### config.mk
export PLATFORM = sky130hd
export DESIGN_NAME = fixed_block_pool_allocator
export DESIGN_NICKNAME = d
export VERILOG_FILES = /design/src/design/fbpa_pkg.sv /design/src/design/fixed_block_pool_allocator.sv /design/src/design/fbpa_addu.sv /design/src/design/fbpa_marks.sv /design/src/design/fbpa_ctrl.sv
export VERILOG_INCLUDE_DIRS = /design/src /design/src/design
export SDC_FILE = /design/constraint.sdc
export NUM_CORES = 1
export LEC_CHECK = 0
export ABC_AREA = 1
export BUFFER_PORTS_ARGS = -buffer_cell sky130_fd_sc_hd__buf_2
export CELL_PAD_IN_SITES_DETAIL_PLACEMENT = 1
export CELL_PAD_IN_SITES_GLOBAL_PLACEMENT = 1
export CORE_ASPECT_RATIO = 1.75
export CORE_UTILIZATION = 50
export DETAILED_ROUTE_END_ITERATION = 8
export GPL_ROUTABILITY_DRIVEN = 0
export PLACE_DENSITY_LB_ADDON = 0.15
export SLEW_MARGIN = 40
export SYNTH_ARGS = -nofsm -noshare
export SYNTH_HDL_FRONTEND = slang
export SYNTH_SLANG_ARGS = --single-unit
### constraint.sdc
create_clock -name aclk -period 6.4 [get_ports aclk]
set_clock_uncertainty 0.05 [all_clocks]
set_input_delay 0 -clock aclk [delete_from_list [all_inputs] [get_ports aclk]]
set_output_delay 0 -clock aclk [all_outputs]
set_load 0.05 [all_outputs]
### src/design/fixed_block_pool_allocator_assert.svh
// ----------------------------------------------------------------------------
// fixed block pool allocator assertion macros
// clocked on aclk, disabled while aresetn is low
// ----------------------------------------------------------------------------
`ifndef FIXED_BLOCK_POOL_ALLOCATOR_ASSERT_SVH
`define FIXED_BLOCK_POOL_ALLOCATOR_ASSERT_SVH

`ifndef SYNTHESIS
// same-cycle implication
`define FBPA_ASSERT_IMP(lbl, ante, cons) \
    lbl: assert property (@(posedge aclk) disable iff (!aresetn) (ante) |-> (cons)) \
        else $error("fbpa check failed");
// next-cycle implication
`define FBPA_ASSERT_NXT(lbl, ante, cons) \
    lbl: assert property (@(posedge aclk) disable iff (!aresetn) (ante) |=> (cons)) \
        else $error("fbpa check failed");
`else
`define FBPA_ASSERT_IMP(lbl, ante, cons)
`define FBPA_ASSERT_NXT(lbl, ante, cons)
`endif

`endif

### src/design/fbpa_pkg.sv
// ----------------------------------------------------------------------------
// fbpa_pkg
// shared types and constants of the fixed block pool allocator
// ----------------------------------------------------------------------------
package fbpa_pkg;

    localparam int ADDR_W   = 32;
    localparam int SIZE_W   = 16;
    localparam int CNT_W    = 7;
    localparam int STRIDE_W = 18;
    localparam int CFG_IDX_W = 2;

    // register indexes of the configuration port
    localparam logic [CFG_IDX_W-1:0] CFG_POOL_BASE    = 2'd0;
    localparam logic [CFG_IDX_W-1:0] CFG_PAYLOAD_SIZE = 2'd1;
    localparam logic [CFG_IDX_W-1:0] CFG_BLOCK_COUNT  = 2'd2;

    // request opcodes
    localparam logic OPC_ALLOC = 1'b0;
    localparam logic OPC_FREE  = 1'b1;

    typedef enum logic [1:0] {
        STAT_OK,
        STAT_EXHAUSTED,
        STAT_BAD_ADDR,
        STAT_DOUBLE_FREE
    } status_t;

    typedef enum logic [2:0] {
        S_IDLE,
        S_ALIGN,
        S_HDR,
        S_OFFSET,
        S_SCAN,
        S_DONE
    } fbpa_state_t;

    // operations of the shared adder
    typedef enum logic [1:0] {
        UOP_ADD,
        UOP_SUB,
        UOP_ALIGN
    } unit_op_t;

    // mark store update command
    typedef struct packed {
        logic set;
        logic clr;
    } mark_op_t;

endpackage

### src/design/fixed_block_pool_allocator.sv
// ----------------------------------------------------------------------------
// fixed_block_pool_allocator
// fixed-size block pool: allocate grants the lowest unused block, free maps a
// payload address back to its block and releases it
// ----------------------------------------------------------------------------
//  channel   ports                     moves
//  -------   -----------------------   ----------------------------------------
//  s_        s_valid / s_ready         request: opcode, free address
//  m_        m_valid / m_ready         result: block address, status, free count
//  cfg_      cfg_wr_en                 register write: index, data
//
//  after the accepting edge a request runs address prep (align, add header,
//  offset), scans one block per cycle through the shared adder up to the
//  effective block count, then updates the mark and the result in a last
//  step; a new request is taken only once the sequencer is back in idle.
//  s_ready is high only while idle; a finished result waits in the output
//  register, and the sequencer holds in its last step until it is free.
//  reset (aresetn low, synchronous) clears marks, config, state and m_valid.
// ----------------------------------------------------------------------------
module fixed_block_pool_allocator
    import fbpa_pkg::*;
#(
    parameter int MAX_BLOCKS   = 64,
    parameter int ALIGN_MASK   = 7,
    parameter int HEADER_BYTES = 8
) (
    input  logic                 aclk,
    input  logic                 aresetn,
    input  logic                 s_valid,
    output logic                 s_ready,
    input  logic                 s_opcode,
    input  logic [ADDR_W-1:0]    s_free_address,
    output logic                 m_valid,
    input  logic                 m_ready,
    output logic [ADDR_W-1:0]    m_block_address,
    output logic [1:0]           m_status,
    output logic [CNT_W-1:0]     m_free_blocks,
    input  logic                 cfg_wr_en,
    input  logic [CFG_IDX_W-1:0] cfg_index,
    input  logic [ADDR_W-1:0]    cfg_wdata
);

    localparam int IDX_W = (MAX_BLOCKS > 1) ? $clog2(MAX_BLOCKS) : 1;
    localparam logic [STRIDE_W-1:0] SMASK = STRIDE_W'(ALIGN_MASK);

    logic [ADDR_W-1:0]   pool_base_reg;
    logic [SIZE_W-1:0]   payload_size_reg;
    logic [CNT_W-1:0]    block_count_reg;
    logic [STRIDE_W-1:0] stride_reg, stride_next;
    logic [CNT_W-1:0]    eff_count;

    logic [ADDR_W-1:0] unit_a;
    logic [ADDR_W-1:0] unit_b;
    logic [ADDR_W-1:0] unit_sum;
    unit_op_t          unit_op;
    logic              mark_rd;
    logic [IDX_W-1:0]  mark_idx;
    mark_op_t          mark_op;

    // configuration registers
    always_ff @(posedge aclk) begin
        if (!aresetn) begin
            pool_base_reg    <= '0;
            payload_size_reg <= '0;
            block_count_reg  <= '0;
        end else if (cfg_wr_en) begin
            unique case (cfg_index)
                CFG_POOL_BASE:    pool_base_reg    <= cfg_wdata;
                CFG_PAYLOAD_SIZE: payload_size_reg <= cfg_wdata[SIZE_W-1:0];
                CFG_BLOCK_COUNT:  block_count_reg  <= cfg_wdata[CNT_W-1:0];
                default: ;
            endcase
        end
    end

    // block stride: payload plus header, aligned up
    assign stride_next = (STRIDE_W'(payload_size_reg) + STRIDE_W'(HEADER_BYTES) + SMASK)
                         & ~SMASK;

    always_ff @(posedge aclk) begin
        stride_reg <= stride_next;
    end

    // block count limited to the pool size
    assign eff_count = ({1'b0, block_count_reg} > 8'(MAX_BLOCKS)) ? CNT_W'(MAX_BLOCKS)
                                                                 : block_count_reg;

    fbpa_addu #(
        .ALIGN_MASK(ALIGN_MASK)
    ) u_addu (
        .a  (unit_a),
        .b  (unit_b),
        .op (unit_op),
        .sum(unit_sum)
    );

    fbpa_marks #(
        .MAX_BLOCKS(MAX_BLOCKS),
        .IDX_W     (IDX_W)
    ) u_marks (
        .aclk   (aclk),
        .aresetn(aresetn),
        .idx    (mark_idx),
        .op     (mark_op),
        .rd_mark(mark_rd)
    );

    fbpa_ctrl #(
        .IDX_W       (IDX_W),
        .ALIGN_MASK  (ALIGN_MASK),
        .HEADER_BYTES(HEADER_BYTES)
    ) u_ctrl (
        .aclk           (aclk),
        .aresetn        (aresetn),
        .s_valid        (s_valid),
        .s_ready        (s_ready),
        .s_opcode       (s_opcode),
        .s_free_address (s_free_address),
        .m_valid        (m_valid),
        .m_ready        (m_ready),
        .m_block_address(m_block_address),
        .m_status       (m_status),
        .m_free_blocks  (m_free_blocks),
        .pool_base      (pool_base_reg),
        .stride         (stride_reg),
        .eff_count      (eff_count),
        .unit_sum       (unit_sum),
        .unit_a         (unit_a),
        .unit_b         (unit_b),
        .unit_op        (unit_op),
        .mark_rd        (mark_rd),
        .mark_idx       (mark_idx),
        .mark_op        (mark_op)
    );

endmodule

### src/design/fbpa_addu.sv
// ----------------------------------------------------------------------------
// fbpa_addu
// shared 32-bit adder: add, subtract, or add then align down
// ----------------------------------------------------------------------------
module fbpa_addu
    import fbpa_pkg::*;
#(
    parameter int ALIGN_MASK = 7
) (
    input  logic [ADDR_W-1:0] a,
    input  logic [ADDR_W-1:0] b,
    input  unit_op_t          op,
    output logic [ADDR_W-1:0] sum
);

    localparam logic [ADDR_W-1:0] MASK = ADDR_W'(ALIGN_MASK);

    logic [ADDR_W-1:0] b_eff;
    logic [ADDR_W-1:0] raw;

    // subtract is add of the complement with a carry in
    always_comb begin
        b_eff = (op == UOP_SUB) ? ~b : b;
        raw   = a + b_eff + ADDR_W'(op == UOP_SUB);
        sum   = (op == UOP_ALIGN) ? (raw & ~MASK) : raw;
    end

endmodule

### src/design/fbpa_marks.sv
// ----------------------------------------------------------------------------
// fbpa_marks
// one used mark per block, cleared at reset, read and updated at one index
// ----------------------------------------------------------------------------
module fbpa_marks
    import fbpa_pkg::*;
#(
    parameter int MAX_BLOCKS = 64,
    parameter int IDX_W      = 6
) (
    input  logic             aclk,
    input  logic             aresetn,
    input  logic [IDX_W-1:0] idx,
    input  mark_op_t         op,
    output logic             rd_mark
);

    `include "fixed_block_pool_allocator_assert.svh"

    logic [MAX_BLOCKS-1:0] marks_reg;

    // mark update
    always_ff @(posedge aclk) begin
        if (!aresetn) begin
            marks_reg <= '0;
        end else if (op.set) begin
            marks_reg[idx] <= 1'b1;
        end else if (op.clr) begin
            marks_reg[idx] <= 1'b0;
        end
    end

    // mark read at the scan or update index
    assign rd_mark = marks_reg[idx];

    `FBPA_ASSERT_IMP(a_set_clr_excl, op.set, !op.clr)
    `FBPA_ASSERT_IMP(a_set_only_clear, op.set, !rd_mark)
    `FBPA_ASSERT_IMP(a_clr_only_used, op.clr, rd_mark)

endmodule

### src/design/fbpa_ctrl.sv
// ----------------------------------------------------------------------------
// fbpa_ctrl
// request sequencer: address prep, block scan through the shared adder,
// mark update and result register
// ----------------------------------------------------------------------------
module fbpa_ctrl
    import fbpa_pkg::*;
#(
    parameter int IDX_W        = 6,
    parameter int ALIGN_MASK   = 7,
    parameter int HEADER_BYTES = 8
) (
    input  logic                aclk,
    input  logic                aresetn,
    input  logic                s_valid,
    output logic                s_ready,
    input  logic                s_opcode,
    input  logic [ADDR_W-1:0]   s_free_address,
    output logic                m_valid,
    input  logic                m_ready,
    output logic [ADDR_W-1:0]   m_block_address,
    output logic [1:0]          m_status,
    output logic [CNT_W-1:0]    m_free_blocks,
    input  logic [ADDR_W-1:0]   pool_base,
    input  logic [STRIDE_W-1:0] stride,
    input  logic [CNT_W-1:0]    eff_count,
    input  logic [ADDR_W-1:0]   unit_sum,
    output logic [ADDR_W-1:0]   unit_a,
    output logic [ADDR_W-1:0]   unit_b,
    output unit_op_t            unit_op,
    input  logic                mark_rd,
    output logic [IDX_W-1:0]    mark_idx,
    output mark_op_t            mark_op
);

    `include "fixed_block_pool_allocator_assert.svh"

    fbpa_state_t state_reg, state_next;

    logic              opcode_reg;
    logic [ADDR_W-1:0] addr_reg;
    logic [ADDR_W-1:0] base_reg;      // aligned base, then base plus header
    logic [ADDR_W-1:0] target_reg;    // payload offset of a free request
    logic [ADDR_W-1:0] acc_reg;       // offset of block i
    logic [CNT_W-1:0]  i_reg;
    logic              found_reg;
    logic [CNT_W-1:0]  found_idx_reg;
    logic              found_used_reg;
    logic [ADDR_W-1:0] grant_off_reg;
    logic [CNT_W-1:0]  clear_cnt_reg;

    logic              m_valid_reg, m_valid_next;
    logic [ADDR_W-1:0] block_address_reg;
    status_t           status_reg;
    logic [CNT_W-1:0]  free_blocks_reg;

    logic accept;
    logic scan_end;
    logic hit;
    logic done_fire;

    assign accept    = s_valid && s_ready;
    assign scan_end  = (i_reg == eff_count);
    assign done_fire = (state_reg == S_DONE) && (!m_valid_reg || m_ready);
    assign hit       = (opcode_reg == OPC_ALLOC) ? !mark_rd : (acc_reg == target_reg);

    // next state
    always_comb begin
        state_next = state_reg;
        unique case (state_reg)
            S_IDLE:   if (s_valid) state_next = S_ALIGN;
            S_ALIGN:  state_next = S_HDR;
            S_HDR:    state_next = S_OFFSET;
            S_OFFSET: state_next = S_SCAN;
            S_SCAN:   if (scan_end) state_next = S_DONE;
            S_DONE:   if (done_fire) state_next = S_IDLE;
            default:  state_next = S_IDLE;
        endcase
    end

    // sequencer outputs: s_ready, adder operands and mark command
    always_comb begin
        s_ready     = 1'b0;
        unit_a      = acc_reg;
        unit_b      = ADDR_W'(stride);
        unit_op     = UOP_ADD;
        mark_idx    = IDX_W'(found_idx_reg);
        mark_op.set = 1'b0;
        mark_op.clr = 1'b0;
        unique case (state_reg)
            S_IDLE: begin
                s_ready = 1'b1;
            end
            S_ALIGN: begin
                unit_a  = pool_base;
                unit_b  = ADDR_W'(ALIGN_MASK);
                unit_op = UOP_ALIGN;
            end
            S_HDR: begin
                unit_a = base_reg;
                unit_b = ADDR_W'(HEADER_BYTES);
            end
            S_OFFSET: begin
                unit_a  = addr_reg;
                unit_b  = base_reg;
                unit_op = UOP_SUB;
            end
            S_SCAN: begin
                mark_idx = IDX_W'(i_reg);
            end
            S_DONE: begin
                unit_a      = base_reg;
                unit_b      = grant_off_reg;
                mark_op.set = done_fire && found_reg && (opcode_reg == OPC_ALLOC);
                mark_op.clr = done_fire && found_reg && found_used_reg &&
                              (opcode_reg == OPC_FREE);
            end
            default: begin
                s_ready = 1'b0;
            end
        endcase
    end

    // state and result handshake
    always_ff @(posedge aclk) begin
        if (!aresetn) begin
            state_reg   <= S_IDLE;
            m_valid_reg <= 1'b0;
        end else begin
            state_reg   <= state_next;
            m_valid_reg <= m_valid_next;
        end
    end

    always_comb begin
        m_valid_next = m_valid_reg;
        if (done_fire) begin
            m_valid_next = 1'b1;
        end else if (m_ready) begin
            m_valid_next = 1'b0;
        end
    end

    // request capture, address prep and block scan
    always_ff @(posedge aclk) begin
        if (accept) begin
            opcode_reg    <= s_opcode;
            addr_reg      <= s_free_address;
            acc_reg       <= '0;
            i_reg         <= '0;
            found_reg     <= 1'b0;
            clear_cnt_reg <= '0;
        end
        if (state_reg == S_ALIGN || state_reg == S_HDR) begin
            base_reg <= unit_sum;
        end
        if (state_reg == S_OFFSET) begin
            target_reg <= unit_sum;
        end
        if (state_reg == S_SCAN && !scan_end) begin
            acc_reg       <= unit_sum;
            i_reg         <= i_reg + CNT_W'(1);
            clear_cnt_reg <= clear_cnt_reg + CNT_W'(!mark_rd);
            if (hit && !found_reg) begin
                found_reg      <= 1'b1;
                found_idx_reg  <= i_reg;
                found_used_reg <= mark_rd;
                grant_off_reg  <= acc_reg;
            end
        end
    end

    // result register
    always_ff @(posedge aclk) begin
        if (done_fire) begin
            if (opcode_reg == OPC_ALLOC) begin
                if (found_reg) begin
                    block_address_reg <= unit_sum;
                    status_reg        <= STAT_OK;
                    free_blocks_reg   <= clear_cnt_reg - CNT_W'(1);
                end else begin
                    block_address_reg <= '0;
                    status_reg        <= STAT_EXHAUSTED;
                    free_blocks_reg   <= clear_cnt_reg;
                end
            end else begin
                block_address_reg <= '0;
                if (!found_reg) begin
                    status_reg      <= STAT_BAD_ADDR;
                    free_blocks_reg <= clear_cnt_reg;
                end else if (!found_used_reg) begin
                    status_reg      <= STAT_DOUBLE_FREE;
                    free_blocks_reg <= clear_cnt_reg;
                end else begin
                    status_reg      <= STAT_OK;
                    free_blocks_reg <= clear_cnt_reg + CNT_W'(1);
                end
            end
        end
    end

    assign m_valid         = m_valid_reg;
    assign m_block_address = block_address_reg;
    assign m_status        = status_reg;
    assign m_free_blocks   = free_blocks_reg;

    `FBPA_ASSERT_IMP(a_scan_bound, state_reg == S_SCAN, i_reg <= eff_count)
    `FBPA_ASSERT_IMP(a_cnt_bound, state_reg == S_SCAN, clear_cnt_reg <= i_reg)
    `FBPA_ASSERT_NXT(a_done_valid, done_fire, m_valid_reg && state_reg == S_IDLE)
    `FBPA_ASSERT_IMP(a_no_accept_busy, s_valid && s_ready, state_reg == S_IDLE)

endmodule
==> metrics.log, run 1 <==
INFO  metric run_status = finished clean
INFO  metric antenna_found_initial = 0
INFO  metric cap_viol_max_count = 0
INFO  metric number_of_cts_inserted_buffers = 35
INFO  metric critPathMaxFanout = 38
INFO  metric critPathCaptureType = flop
INFO  metric total_power = 10.1 mW
INFO  metric synth-edff-count = 223
INFO  metric maxSlewHeadroom = 0.442
INFO  metric postSynthAreaPerCell = just under 9 um2
INFO  metric grt_remaining_overflow = 0
INFO  metric routed_wirelength = a little under 60000 um
INFO  metric start_util = 0.508
INFO  metric worst_ir_drop_vdd = 0.426 mV
INFO  metric number_of_cells_produced_by_synthesis = 1933
INFO  metric design.portCount = 115
INFO  metric cts.htree.levels = 2
INFO  metric clock_sink_count = 361
INFO  metric final_routed_wire_length_divided_by_cell_count = 22.5 um
INFO  metric synth_top_flop_cell = sky130_fd_sc_hd__edfxtp_1
INFO  metric min_path_type = in2reg
INFO  metric postRouteAntennaNets = 0
INFO  metric route.detailed.drc = 0
INFO  metric n_fill_cell = 3962
INFO  metric ys_seq_area_frac = 0.552
INFO  metric post-route-util = 0.593
INFO  metric timing.final.crit_share = 0.748
INFO  metric worst_slack_placed = 1820 ps
INFO  metric synth.top_cells.by_count = sky130_fd_sc_hd__nand2_1, sky130_fd_sc_hd__nor2_1, sky130_fd_sc_hd__edfxtp_1, sky130_fd_sc_hd__a21oi_1, sky130_fd_sc_hd__dfxtp_1
INFO  metric dr.pass1.iters = 5
INFO  metric dpl.hpwl = 39100 um
INFO  metric ys_seq_elements = 361
INFO  metric worstPathArrival = about 5000 ps
INFO  metric layout.cell_area.non_filler = 0.0200 mm2
INFO  metric criticalPathCategory = reg2reg
INFO  metric placed_cell_area = 0.0181 mm2
INFO  metric worstSetupStartpoint = u_ctrl.state_reg[1]$_SDFFE_PN0P_
INFO  metric worst_skew_pair.late_latency = 540 ps
INFO  metric grt_pass1_wl = 89200 um
INFO  metric synthToLayoutAreaGrowth = 16.9%
INFO  metric hold_viol = 0
INFO  metric ctsLongestPathBuffers = 3
INFO  metric fp.dieH = 247 um
INFO  metric cts_resized = 0
INFO  metric hold-worst-slack = about 12 ps
INFO  metric synth.area.top_cells = sky130_fd_sc_hd__edfxtp_1, sky130_fd_sc_hd__dfxtp_1, sky130_fd_sc_hd__nand2_1
INFO  metric critical_path.reg2reg.startpoint = u_ctrl.state_reg[1]$_SDFFE_PN0P_
INFO  metric rsz0062_at_grt = false
INFO  metric die_x = 142 um
INFO  metric fin_ws = 1610 ps
INFO  metric synth_async_sr_flop_share = 0
INFO  metric timing_max_transition_violations_final = 0
INFO  metric post-cts-setup-buffer-count = 0
INFO  metric startpoint_kind_of_the_worst_setup_timing_path = flop
INFO  metric first_global_vias = ~16000
INFO  metric vias_per_cell = 5.74
INFO  metric final_net_count = 2206
INFO  metric core-area = 0.0337 mm2
INFO  metric cts_tree = yes
INFO  metric fin_crit = 4790 ps
INFO  metric synth_area = between 0.015 and 0.02 mm2
INFO  metric grt_usage = 0.342
INFO  metric ys.warnings.count = 0
INFO  metric dpl.cell_count = 2449
INFO  metric timing.critical_path.required = 6620 ps
INFO  metric yosys.cell_count.top_type = sky130_fd_sc_hd__nand2_1
INFO  metric fmax = 209 MHz
INFO  metric final_cell_count_no_fill = about 2600
INFO  metric diodes_inserted = 0
INFO  metric drt_first_iter_violations = between 800 and 900
INFO  metric dieArea = 0.0350 mm2
INFO  metric max_slew.worst_pin.slew = 835 ps
INFO  metric io_buffer_count = roughly 110
INFO  metric fin_setup_tns = 0 ps
INFO  metric synth_top_area_frac = 0.391
INFO  metric synthDominantAreaCellType = sky130_fd_sc_hd__edfxtp_1
INFO  metric via_count = roughly 15000
INFO  metric worst_setup_hold_path_clk_slew = 60 ps
INFO  metric synth_unique_cells = 54
INFO  metric power_per_cell_area = 507 mW/mm2
INFO  metric layout_cells_sized_above_1 = 0.115
INFO  metric min-delay-start = cfg_wr_en
INFO  metric grt_start_max_net_pins = 68
INFO  metric syn-num-nets = around 2000
INFO  metric cts_root_buf = sky130_fd_sc_hd__clkbuf_16
INFO  metric floorplan.rows = 89
INFO  metric leakagePower = 7.99 nW
INFO  metric setup_violations = 0
layout by cell type (no fill, tap or decap), types with 7 or more instances in the layout:
| cell | count |
|---|---|
| sky130_fd_sc_hd__nand2_1 | 440 |
| sky130_fd_sc_hd__nor2_1 | 232 |
| sky130_fd_sc_hd__edfxtp_1 | 223 |
| sky130_fd_sc_hd__a21oi_1 | 142 |
| sky130_fd_sc_hd__dfxtp_1 | 138 |
| sky130_fd_sc_hd__inv_1 | 132 |
| sky130_fd_sc_hd__nor3_1 | 130 |
| sky130_fd_sc_hd__o21ai_0 | 114 |
| sky130_fd_sc_hd__buf_2 | 114 |
| sky130_fd_sc_hd__dlygate4sd3_1 | 67 |
| sky130_fd_sc_hd__xnor2_1 | 48 |
| sky130_fd_sc_hd__clkbuf_16 | 39 |
| sky130_fd_sc_hd__nand3_1 | 36 |
| sky130_fd_sc_hd__ha_1 | 35 |
| sky130_fd_sc_hd__xor2_1 | 27 |
| sky130_fd_sc_hd__nand4_1 | 23 |
| sky130_fd_sc_hd__inv_2 | 20 |
| sky130_fd_sc_hd__buf_4 | 19 |
| sky130_fd_sc_hd__o211ai_1 | 14 |
| sky130_fd_sc_hd__a221oi_1 | 12 |
| sky130_fd_sc_hd__nor2_4 | 11 |
| sky130_fd_sc_hd__a31oi_1 | 10 |
| sky130_fd_sc_hd__clkinv_1 | 9 |
| sky130_fd_sc_hd__a21o_1 | 7 |
report_power, final:
| group | internal [mW] | total (mW) | leakage (nW) | switching [mW] |
|---|---|---|---|---|
| Clock | 1.29 | 2.20 | 0.588 | 0.911 |
| Combinational | 1.10 | 4.23 | 4.18 | 3.13 |
| Sequential | 3.36 | 3.71 | 3.22 | 0.352 |
| Total | 5.74 | 10.1 | 7.99 | 4.40 |
critical path, cell delays in order, from the launching register on:
cell	delay, ps
sky130_fd_sc_hd__dfxtp_1	420
sky130_fd_sc_hd__inv_2	130
sky130_fd_sc_hd__nand2_1	120
sky130_fd_sc_hd__nand2_1	60
sky130_fd_sc_hd__buf_4	290
sky130_fd_sc_hd__inv_2	480
sky130_fd_sc_hd__o21ai_0	240
sky130_fd_sc_hd__a221oi_1	300
sky130_fd_sc_hd__nor2_1	80
sky130_fd_sc_hd__ha_1	360
sky130_fd_sc_hd__nand2_1	100
sky130_fd_sc_hd__nand2_1	70
sky130_fd_sc_hd__o21ai_0	120
sky130_fd_sc_hd__o21ai_0	360
sky130_fd_sc_hd__a21oi_1	160
sky130_fd_sc_hd__o21ai_0	350
sky130_fd_sc_hd__nand2_1	190
sky130_fd_sc_hd__nand2_1	150
sky130_fd_sc_hd__nand3_1	130
sky130_fd_sc_hd__nand2_1	100
sky130_fd_sc_hd__nand2_1	60
sky130_fd_sc_hd__nand2_1	110
sky130_fd_sc_hd__nor2_1	70
worst paths after layout:
path | to | slack [ps] | cells past startpoint
max | u_ctrl.acc_reg[24]$_SDFFCE_PN0P_ | 1610 | 22
min | block_count_reg[5]$_SDFFE_PN0P_ | 10 | 3
max reg2reg | u_ctrl.acc_reg[24]$_SDFFCE_PN0P_ | 1610 | 22
min reg2reg | block_count_reg[0]$_SDFFE_PN0P_ | 400 | 2
cell families (layout without fill, tap and decap cells):
logic type      Yosys count  in the layout  synth area share
buf+inv                 230            421            0.0528
simple gates            909            909             0.226
xor+xnor                 76             76            0.0393
compound gates          321            321             0.103
flops                   361            361             0.552
fa+ha+maj                36             36            0.0267
per-layer routing:
metal / share of wire / track usage / up-vias
li1: - / - / 6843
met1: 0.33 / 0.321 / 7315
met2: 0.56 / 0.666 / 433
met3: 0.035 / 0.0358 / 208
met4: 0.077 / 0.259 / 0
met5: 0 / 0 / -
what timing repair did:
item | CTS | global route
hold buffers | 67 | 0
setup endpoints to repair | 0 | 0
hold endpoints to repair | 92 | 0
final cells by class:
| cell class | count | area, um2 | area share |
|---|---|---|---|
| inverter | 158 | 598 | 0.0299 |
| sequential | 361 | 9460 | 0.472 |
| clock inverter | 16 | 176 | 0.00881 |
| tap | 455 | 569 | 0.0284 |
| timing repair buffer | 200 | 1380 | 0.0691 |
| clock buffer | 47 | 1030 | 0.0512 |
| multi-input combinational | 1342 | 6810 | 0.340 |
Note: power is estimated with default switching activity, not from simulation.
==> run 2, diff against run 1 <==
--- a/config.mk
+++ b/config.mk
@@ -11,7 +11,7 @@
 export CELL_PAD_IN_SITES_DETAIL_PLACEMENT = 1
 export CELL_PAD_IN_SITES_GLOBAL_PLACEMENT = 1
 export CORE_ASPECT_RATIO = 1.75
-export CORE_UTILIZATION = 50
+export CORE_UTILIZATION = 42
 export DETAILED_ROUTE_END_ITERATION = 8
 export GPL_ROUTABILITY_DRIVEN = 0
 export PLACE_DENSITY_LB_ADDON = 0.15
==> constraint.sdc (replaced) <==
create_clock -name aclk -period 4.1 [get_ports aclk]
set_clock_uncertainty 0.05 [all_clocks]
set_input_delay 0 -clock aclk [delete_from_list [all_inputs] [get_ports aclk]]
set_output_delay 0 -clock aclk [all_outputs]
set_load 0.05 [all_outputs]
==> run 2 against run 1 <==
Wire length is 0.13% higher; sequential power is 56% higher; register-to-register slack lost 1400 ps; first-iteration DRC count fell by 4.6%; critical path depth is 2 lower; final area rose by 1.4%; sequential cell count unchanged; clock-buffer cell count increased by 4; non-clock buffer count up 26; critical endpoint is now u_ctrl.m_block_address[30]$_SDFFCE_PP0P_; largest cell class unchanged; largest power group unchanged.
==> metrics.log, run 2 (synthesized netlist as in run 1, its figures left out) <==
INFO  metric ctsLongestPathBuffers = 3
INFO  metric min-delay-start = cfg_wr_en
INFO  metric crit-reg2reg-capture = u_ctrl.m_block_address[30]$_SDFFCE_PP0P_
INFO  metric postRouteAntennaNets = 0
INFO  metric power.share.clock = 0.201
INFO  metric vias_per_cell = 5.40
INFO  metric worst_ir_drop_vdd = 0.441 mV
INFO  metric route.detailed.drc = 0
INFO  metric critPathMaxFanout = 15
INFO  metric fmax = approximately 260 MHz
INFO  metric leakagePower = ~8.1 nW
INFO  metric comb_power_share = 0.430
INFO  metric layout_cells_sized_above_1 = 0.125
INFO  metric reg2reg_slack = 240 ps
INFO  metric critPathCaptureType = flop
INFO  metric crit_path_cell_trace = inv_2, nand2_1, nand2_1, inv_1, buf_12, o21ai_0, a221oi_1, nor2_1, ha_1, nand2_1, inv_1, nand2_1, nor3_2, nand3_1, nand3_1, nand4_1, nand2_1, xor2_1, inv_1, nor2_1
INFO  metric switching_component_of_the_power = 6.82 mW
INFO  metric die_x = 155 um
INFO  metric design.portCount = 115
INFO  metric timing.final.crit_share = 0.941
INFO  metric grt_start_max_net_pins = 68
INFO  metric cts_tree = yes
INFO  metric final_cell_count_no_fill = ~2700
INFO  metric io_buffer_count = between 100 and 150
INFO  metric dr.pass1.iters = 5
INFO  metric slowest_stage_cell_on_the_critical_path = sky130_fd_sc_hd__dfxtp_1
INFO  metric timing.hold.worst_path_depth = 3
INFO  metric cap_viol_max_count = 0
INFO  metric most_common_library_cell_in_the_layout_ignoring_fill_and_taps = sky130_fd_sc_hd__nand2_1
INFO  metric power_per_cell_area = 773 mW/mm2
INFO  metric dpl.hpwl = between 40000 and 50000 um
INFO  metric min_path_type = in2reg
INFO  metric hold_viol = 0
INFO  metric cts_root_buf = sky130_fd_sc_hd__clkbuf_16
INFO  metric dieArea = about 0.042 mm2
INFO  metric antenna_found_initial = 0
INFO  metric fin_crit = 3860 ps
INFO  metric worst_setup_hold_path_clk_slew = around 70 ps
INFO  metric final_net_count = 2232
INFO  metric run_status = finished clean
INFO  metric core-area = 0.0402 mm2
INFO  metric timing.critical_path.required = 4450 ps
INFO  metric first_global_vias = 15800
INFO  metric worst_path_dominant_cell_family = simple AND/OR/NAND/NOR gates
INFO  metric max_slew.worst_pin.slew = 842 ps
INFO  metric diodes_inserted = 0
INFO  metric critical_path.reg2reg.startpoint = u_ctrl.state_reg[1]$_SDFFE_PN0P_
INFO  metric clock_sink_count = between 300 and 400
INFO  metric number_of_cts_inserted_buffers = 35
INFO  metric cell_internal_pwr = ~9 mW
INFO  metric timing_max_transition_violations_final = 0
INFO  metric r2r_cells = 20
INFO  metric criticalPathCategory = reg2reg
INFO  metric fp.dieH = 269 um
INFO  metric dpl.cell_count = approximately 2600
INFO  metric critPathMostFrequentCell = sky130_fd_sc_hd__nand2_1
INFO  metric layout.cell_area.non_filler = 0.0203 mm2
INFO  metric grt_remaining_overflow = 0
INFO  metric seqPwrFrac = 0.369
INFO  metric grt_usage = 0.285
INFO  metric post-cts-setup-buffer-count = 0
INFO  metric n_fill_cell = 4722
INFO  metric multi_input_comb_area = 0.00683 mm2
INFO  metric rsz0062_at_grt = false
INFO  metric via_count = 14500
INFO  metric grt_pass1_wl = 89300 um
INFO  metric fin_setup_tns = 0 ps
INFO  metric maxSlewHeadroom = 0.439
INFO  metric cts.htree.levels = 2
INFO  metric area.sequential = 0.00946 mm2
INFO  metric setup_violations = 0
INFO  metric startpoint_kind_of_the_worst_setup_timing_path = flop
INFO  metric placed_cell_area = 0.0185 mm2
INFO  metric worstPathArrival = 4210 ps
INFO  metric critical_path.max_stage_delay = between 400 and 500 ps
INFO  metric worst_skew_pair.late_latency = 540 ps
INFO  metric routed_wirelength = 58200 um
INFO  metric critical_path_buf_inv_count = 5
INFO  metric start_util = 0.426
INFO  metric swShare = 0.435
INFO  metric whs_endpoint = block_count_reg[2]$_SDFFE_PN0P_
INFO  metric floorplan.rows = 97
INFO  metric most-common-layout-cells = sky130_fd_sc_hd__nand2_1, sky130_fd_sc_hd__nor2_1, sky130_fd_sc_hd__edfxtp_1
INFO  metric final_routed_wire_length_divided_by_cell_count = 21.6 um
INFO  metric drt_first_iter_violations = around 760
INFO  metric synthToLayoutAreaGrowth = 18.5%
INFO  metric post-route-util = 0.505
[run 2: changes by cell type in the layout (fill, tap and decap cells not counted), moves of 4 or more]
cell and change:
sky130_fd_sc_hd__buf_12 +6, sky130_fd_sc_hd__clkinv_1 -6, sky130_fd_sc_hd__buf_4 +16, sky130_fd_sc_hd__clkbuf_16 -4, sky130_fd_sc_hd__dlygate4sd3_1 +4, sky130_fd_sc_hd__clkbuf_1 +7
[run 2: final cells by class]
class,count,share of cell area
tap,544,0.0335
sequential,361,0.466
timing repair buffer,226,0.0820
clock inverter,13,0.00530
inverter,158,0.0295
clock buffer,51,0.0476
multi-input combinational,1342,0.336
[run 2: timing repair]
action,4_1_cts,5_1_grt
endpoints found under the hold margin,92,0
hold buffers,71,0
setup endpoints to repair,0,24
gates resized for setup,0,8
[run 2: tightest hold or removal path, cell delays in order]
cell and delay, ps:
sky130_fd_sc_hd__buf_2 120, sky130_fd_sc_hd__nand3_1 330, sky130_fd_sc_hd__a21oi_1 120
[run 2: routing by layer]
layer  share of wire  global-route usage
met1            0.35               0.277
met2            0.56               0.565
met3           0.026              0.0264
met4           0.062               0.172
met5               0                   0
[run 2: power by group through the flow]
stage	Sequential (mW)	Combinational (mW)	Clock (mW)
finish	5.78	6.75	3.15
global route	5.84	7.34	3.34
CTS	5.78	6.71	3.22
detailed placement	5.85	6.59	0
global placement	5.81	6.44	0
floorplan	5.78	4.17	0
[run 2: worst max-delay path by stage]
stage,startpoint,endpoint,slack [ps],depth (start not counted)
after floorplan,u_ctrl.state_reg[2]$_SDFFE_PN0P_,u_ctrl.acc_reg[24]$_SDFFCE_PN0P_,80,18
after global placement,u_ctrl.state_reg[2]$_SDFFE_PN0P_,u_ctrl.acc_reg[20]$_SDFFCE_PN0P_,310,21
after detailed placement,u_ctrl.state_reg[2]$_SDFFE_PN0P_,u_ctrl.acc_reg[22]$_SDFFCE_PN0P_,160,19
after CTS,u_ctrl.state_reg[2]$_SDFFE_PN0P_,u_ctrl.acc_reg[22]$_SDFFCE_PN0P_,150,19
after global routing,u_ctrl.state_reg[2]$_SDFFE_PN0P_,u_ctrl.m_block_address[22]$_SDFFCE_PP0P_,2,19
final,u_ctrl.state_reg[1]$_SDFFE_PN0P_,u_ctrl.m_block_address[30]$_SDFFCE_PP0P_,240,20
[run 2: metrics by stage]
stage | setup WS [ps] | hold slack, ps | power [mW]
floorplan | 82.5 | 48.9 | 9.95
global placement | 315 | 127 | 12.3
detailed placement | 155 | 128 | 12.4
CTS | 152 | 17.4 | 15.7
global route | 1.61 | 67.8 | 16.5
finish | 242 | 38.4 | 15.7
==> run 3, diff against run 2 <==
--- a/config.mk
+++ b/config.mk
@@ -14,6 +14,7 @@
 export CORE_UTILIZATION = 42
 export DETAILED_ROUTE_END_ITERATION = 8
 export GPL_ROUTABILITY_DRIVEN = 0
+export MAX_ROUTING_LAYER = met4
 export PLACE_DENSITY_LB_ADDON = 0.15
 export SLEW_MARGIN = 40
 export SYNTH_ARGS = -nofsm -noshare
==> constraint.sdc (replaced) <==
create_clock -name aclk -period 3.5 [get_ports aclk]
set_clock_uncertainty 0.05 [all_clocks]
set_input_delay 0 -clock aclk [delete_from_list [all_inputs] [get_ports aclk]]
set_output_delay 0 -clock aclk [all_outputs]
set_load 0.05 [all_outputs]
==> run 3 against run 2 <==
Global-route usage increased by 1.8 points; wire length increased by 4.2%; sequential cell count stayed put; die area stayed put; final area is 6.8% higher; non-clock buffer count grew 110; core utilization increased by 3.4 points; hold slack got worse by 26 ps; sequential share of layout area down 2.9 points; largest power group unchanged.
==> metrics.log, run 3 (synthesized netlist as in run 1, its figures left out) <==
INFO  metric worst_ir_drop_vdd = between 0.6 and 0.7 mV
INFO  metric hold-worst-slack = 12.6 ps
INFO  metric timing.final.crit_share = 0.957
INFO  metric dieArea = 0.0416 mm2
INFO  metric cap_viol_max_count = 0
INFO  metric ctsLongestPathBuffers = 3
INFO  metric setup_violations = 0
INFO  metric route.detailed.drc = 0
INFO  metric timing.critical_path.required = 3730 ps
INFO  metric most-common-layout-cells = sky130_fd_sc_hd__nand2_1, sky130_fd_sc_hd__nor2_1, sky130_fd_sc_hd__edfxtp_1
INFO  metric design.portCount = 115
INFO  metric maxSlewHeadroom = 0.458
INFO  metric cts_root_buf = sky130_fd_sc_hd__clkbuf_16
INFO  metric grt_start_max_net_pins = 57
INFO  metric worst_slack_placed = -153 ps
INFO  metric postRouteAntennaNets = 0
INFO  metric antenna_found_initial = 1
INFO  metric vias_per_cell = 5.39
INFO  metric cts_tree = yes
INFO  metric dpl.cell_count = 2657
INFO  metric drt_first_iter_violations = 656
INFO  metric n_fill_cell = 4657
INFO  metric post-route-util = 0.540
INFO  metric fin_setup_tns = 0 ps
INFO  metric number_of_cts_inserted_buffers = 37
INFO  metric core-area = about 0.04 mm2
INFO  metric floorplan.rows = 97
INFO  metric fmax = 299 MHz
INFO  metric via_count = 15100
INFO  metric dr.pass1.iters = 5
INFO  metric critPathCaptureType = flop
INFO  metric fin_crit = 3350 ps
INFO  metric fin_ws = 150 ps
INFO  metric final_net_count = roughly 2300
INFO  metric grt_pass1_wl = 92300 um
INFO  metric criticalPathCategory = reg2reg
INFO  metric io_buffer_count = 114
INFO  metric hold_viol = 0
INFO  metric most_common_library_cell_in_the_layout_ignoring_fill_and_taps = sky130_fd_sc_hd__nand2_1
INFO  metric timing_max_transition_violations_final = 0
INFO  metric fp.dieH = around 270 um
INFO  metric dpl.hpwl = around 42000 um
INFO  metric startpoint_kind_of_the_worst_setup_timing_path = flop
INFO  metric worst_setup_hold_path_clk_slew = 60 ps
INFO  metric clock_sink_count = ~360
INFO  metric first_global_vias = between 15000 and 20000
INFO  metric critPathMaxFanout = 10
INFO  metric cts.htree.levels = 2
INFO  metric grt_remaining_overflow = 0
INFO  metric run_status = finished clean
INFO  metric final_cell_count_no_fill = 2810
INFO  metric worst_skew_pair.late_latency = ~560 ps
INFO  metric routed_wirelength = 60700 um
INFO  metric synthToLayoutAreaGrowth = 26.5%
INFO  metric die_x = 155 um
INFO  metric leakagePower = a little under 9 nW
INFO  metric min_path_type = in2reg
INFO  metric layout_cells_sized_above_1 = 0.192
INFO  metric start_util = 0.426
INFO  metric power_per_cell_area = 941 mW/mm2
INFO  metric worstPathArrival = 3580 ps
INFO  metric max_slew.worst_pin.slew = approximately 800 ps
INFO  metric grt_usage = 0.302
INFO  metric final_routed_wire_length_divided_by_cell_count = 21.6 um
run 3: cell types whose count changed in the layout (fill, tap and decap cells not counted), sizes merged:
cell         previous run  this run
clkinv                 13        15
clkinvlp                1         4
buf                   155       262
clkbuf                 51        50
bufinv                  1         3
diode                   0         1
inv                   156       157
bufbuf                  0         1
dlygate4sd3            71        70
run 3: cell type report:
class	count	area, um2	share of cell area
clock inverter	21	230	0.0106
clock buffer	47	993	0.0458
tap	544	681	0.0314
inverter	158	608	0.0280
timing repair buffer	336	2650	0.122
antenna	1	2.50	0.000115
multi-input combinational	1342	7050	0.325
sequential	361	9470	0.437
run 3: worst paths after layout:
| check | start | to | slack (ps) | cells after the start |
|---|---|---|---|---|
| worst min register to register | block_count_reg[0]$_SDFFE_PN0P_ | block_count_reg[0]$_SDFFE_PN0P_ | 400 | 2 |
| worst max-delay path | u_ctrl.state_reg[1]$_SDFFE_PN0P_ | u_ctrl.base_reg[26]$_DFFE_PP_ | 150 | 16 |
| worst max register to register | u_ctrl.state_reg[1]$_SDFFE_PN0P_ | u_ctrl.base_reg[26]$_DFFE_PP_ | 150 | 16 |
| worst min-delay path | aresetn | flop | 10 | 3 |
run 3: worst max-delay path: stages (launching register included):
cell and delay [ps]:
sky130_fd_sc_hd__dfxtp_2 360, sky130_fd_sc_hd__inv_2 60, sky130_fd_sc_hd__buf_6 140, sky130_fd_sc_hd__nor2_4 230, sky130_fd_sc_hd__inv_4 90, sky130_fd_sc_hd__buf_6 170, sky130_fd_sc_hd__buf_4 160, sky130_fd_sc_hd__o211ai_1 270
sky130_fd_sc_hd__ha_1 350, sky130_fd_sc_hd__a21o_1 220, sky130_fd_sc_hd__a21oi_2 140, sky130_fd_sc_hd__o21ai_1 80, sky130_fd_sc_hd__nand2_1 110, sky130_fd_sc_hd__nand3_2 140, sky130_fd_sc_hd__buf_4 170, sky130_fd_sc_hd__xnor2_1 230
sky130_fd_sc_hd__inv_1 110
run 3: routing by layer:
layer	track usage	share of wire
met3	0.0268	0.031
met4	0.192	0.071
met5	-	0
met2	0.573	0.56
met1	0.287	0.34
run 3: power breakdown:
part	internal (mW)	switching, mW
Sequential	6.14	0.627
Clock	2.27	1.76
Combinational	3.39	6.21
run 3: metrics by stage:
stage	instance area [um2]	power, mW
floorplan	17100	11.7
global placement	19300	15.3
detailed placement	19300	15.6
CTS	21300	19.9
global route	21700	21.5
finish	21700	20.4
run 3: repair_timing:
item | 4_1_cts | 5_1_grt
resized for setup | 17 | 73
buffers inserted | 0 | 10
hold buffers | 70 | 0
setup endpoints to repair | 48 | 84
gates cloned | 1 | 3
endpoints found under the hold margin | 91 | 0
pin swaps | 1 | 18
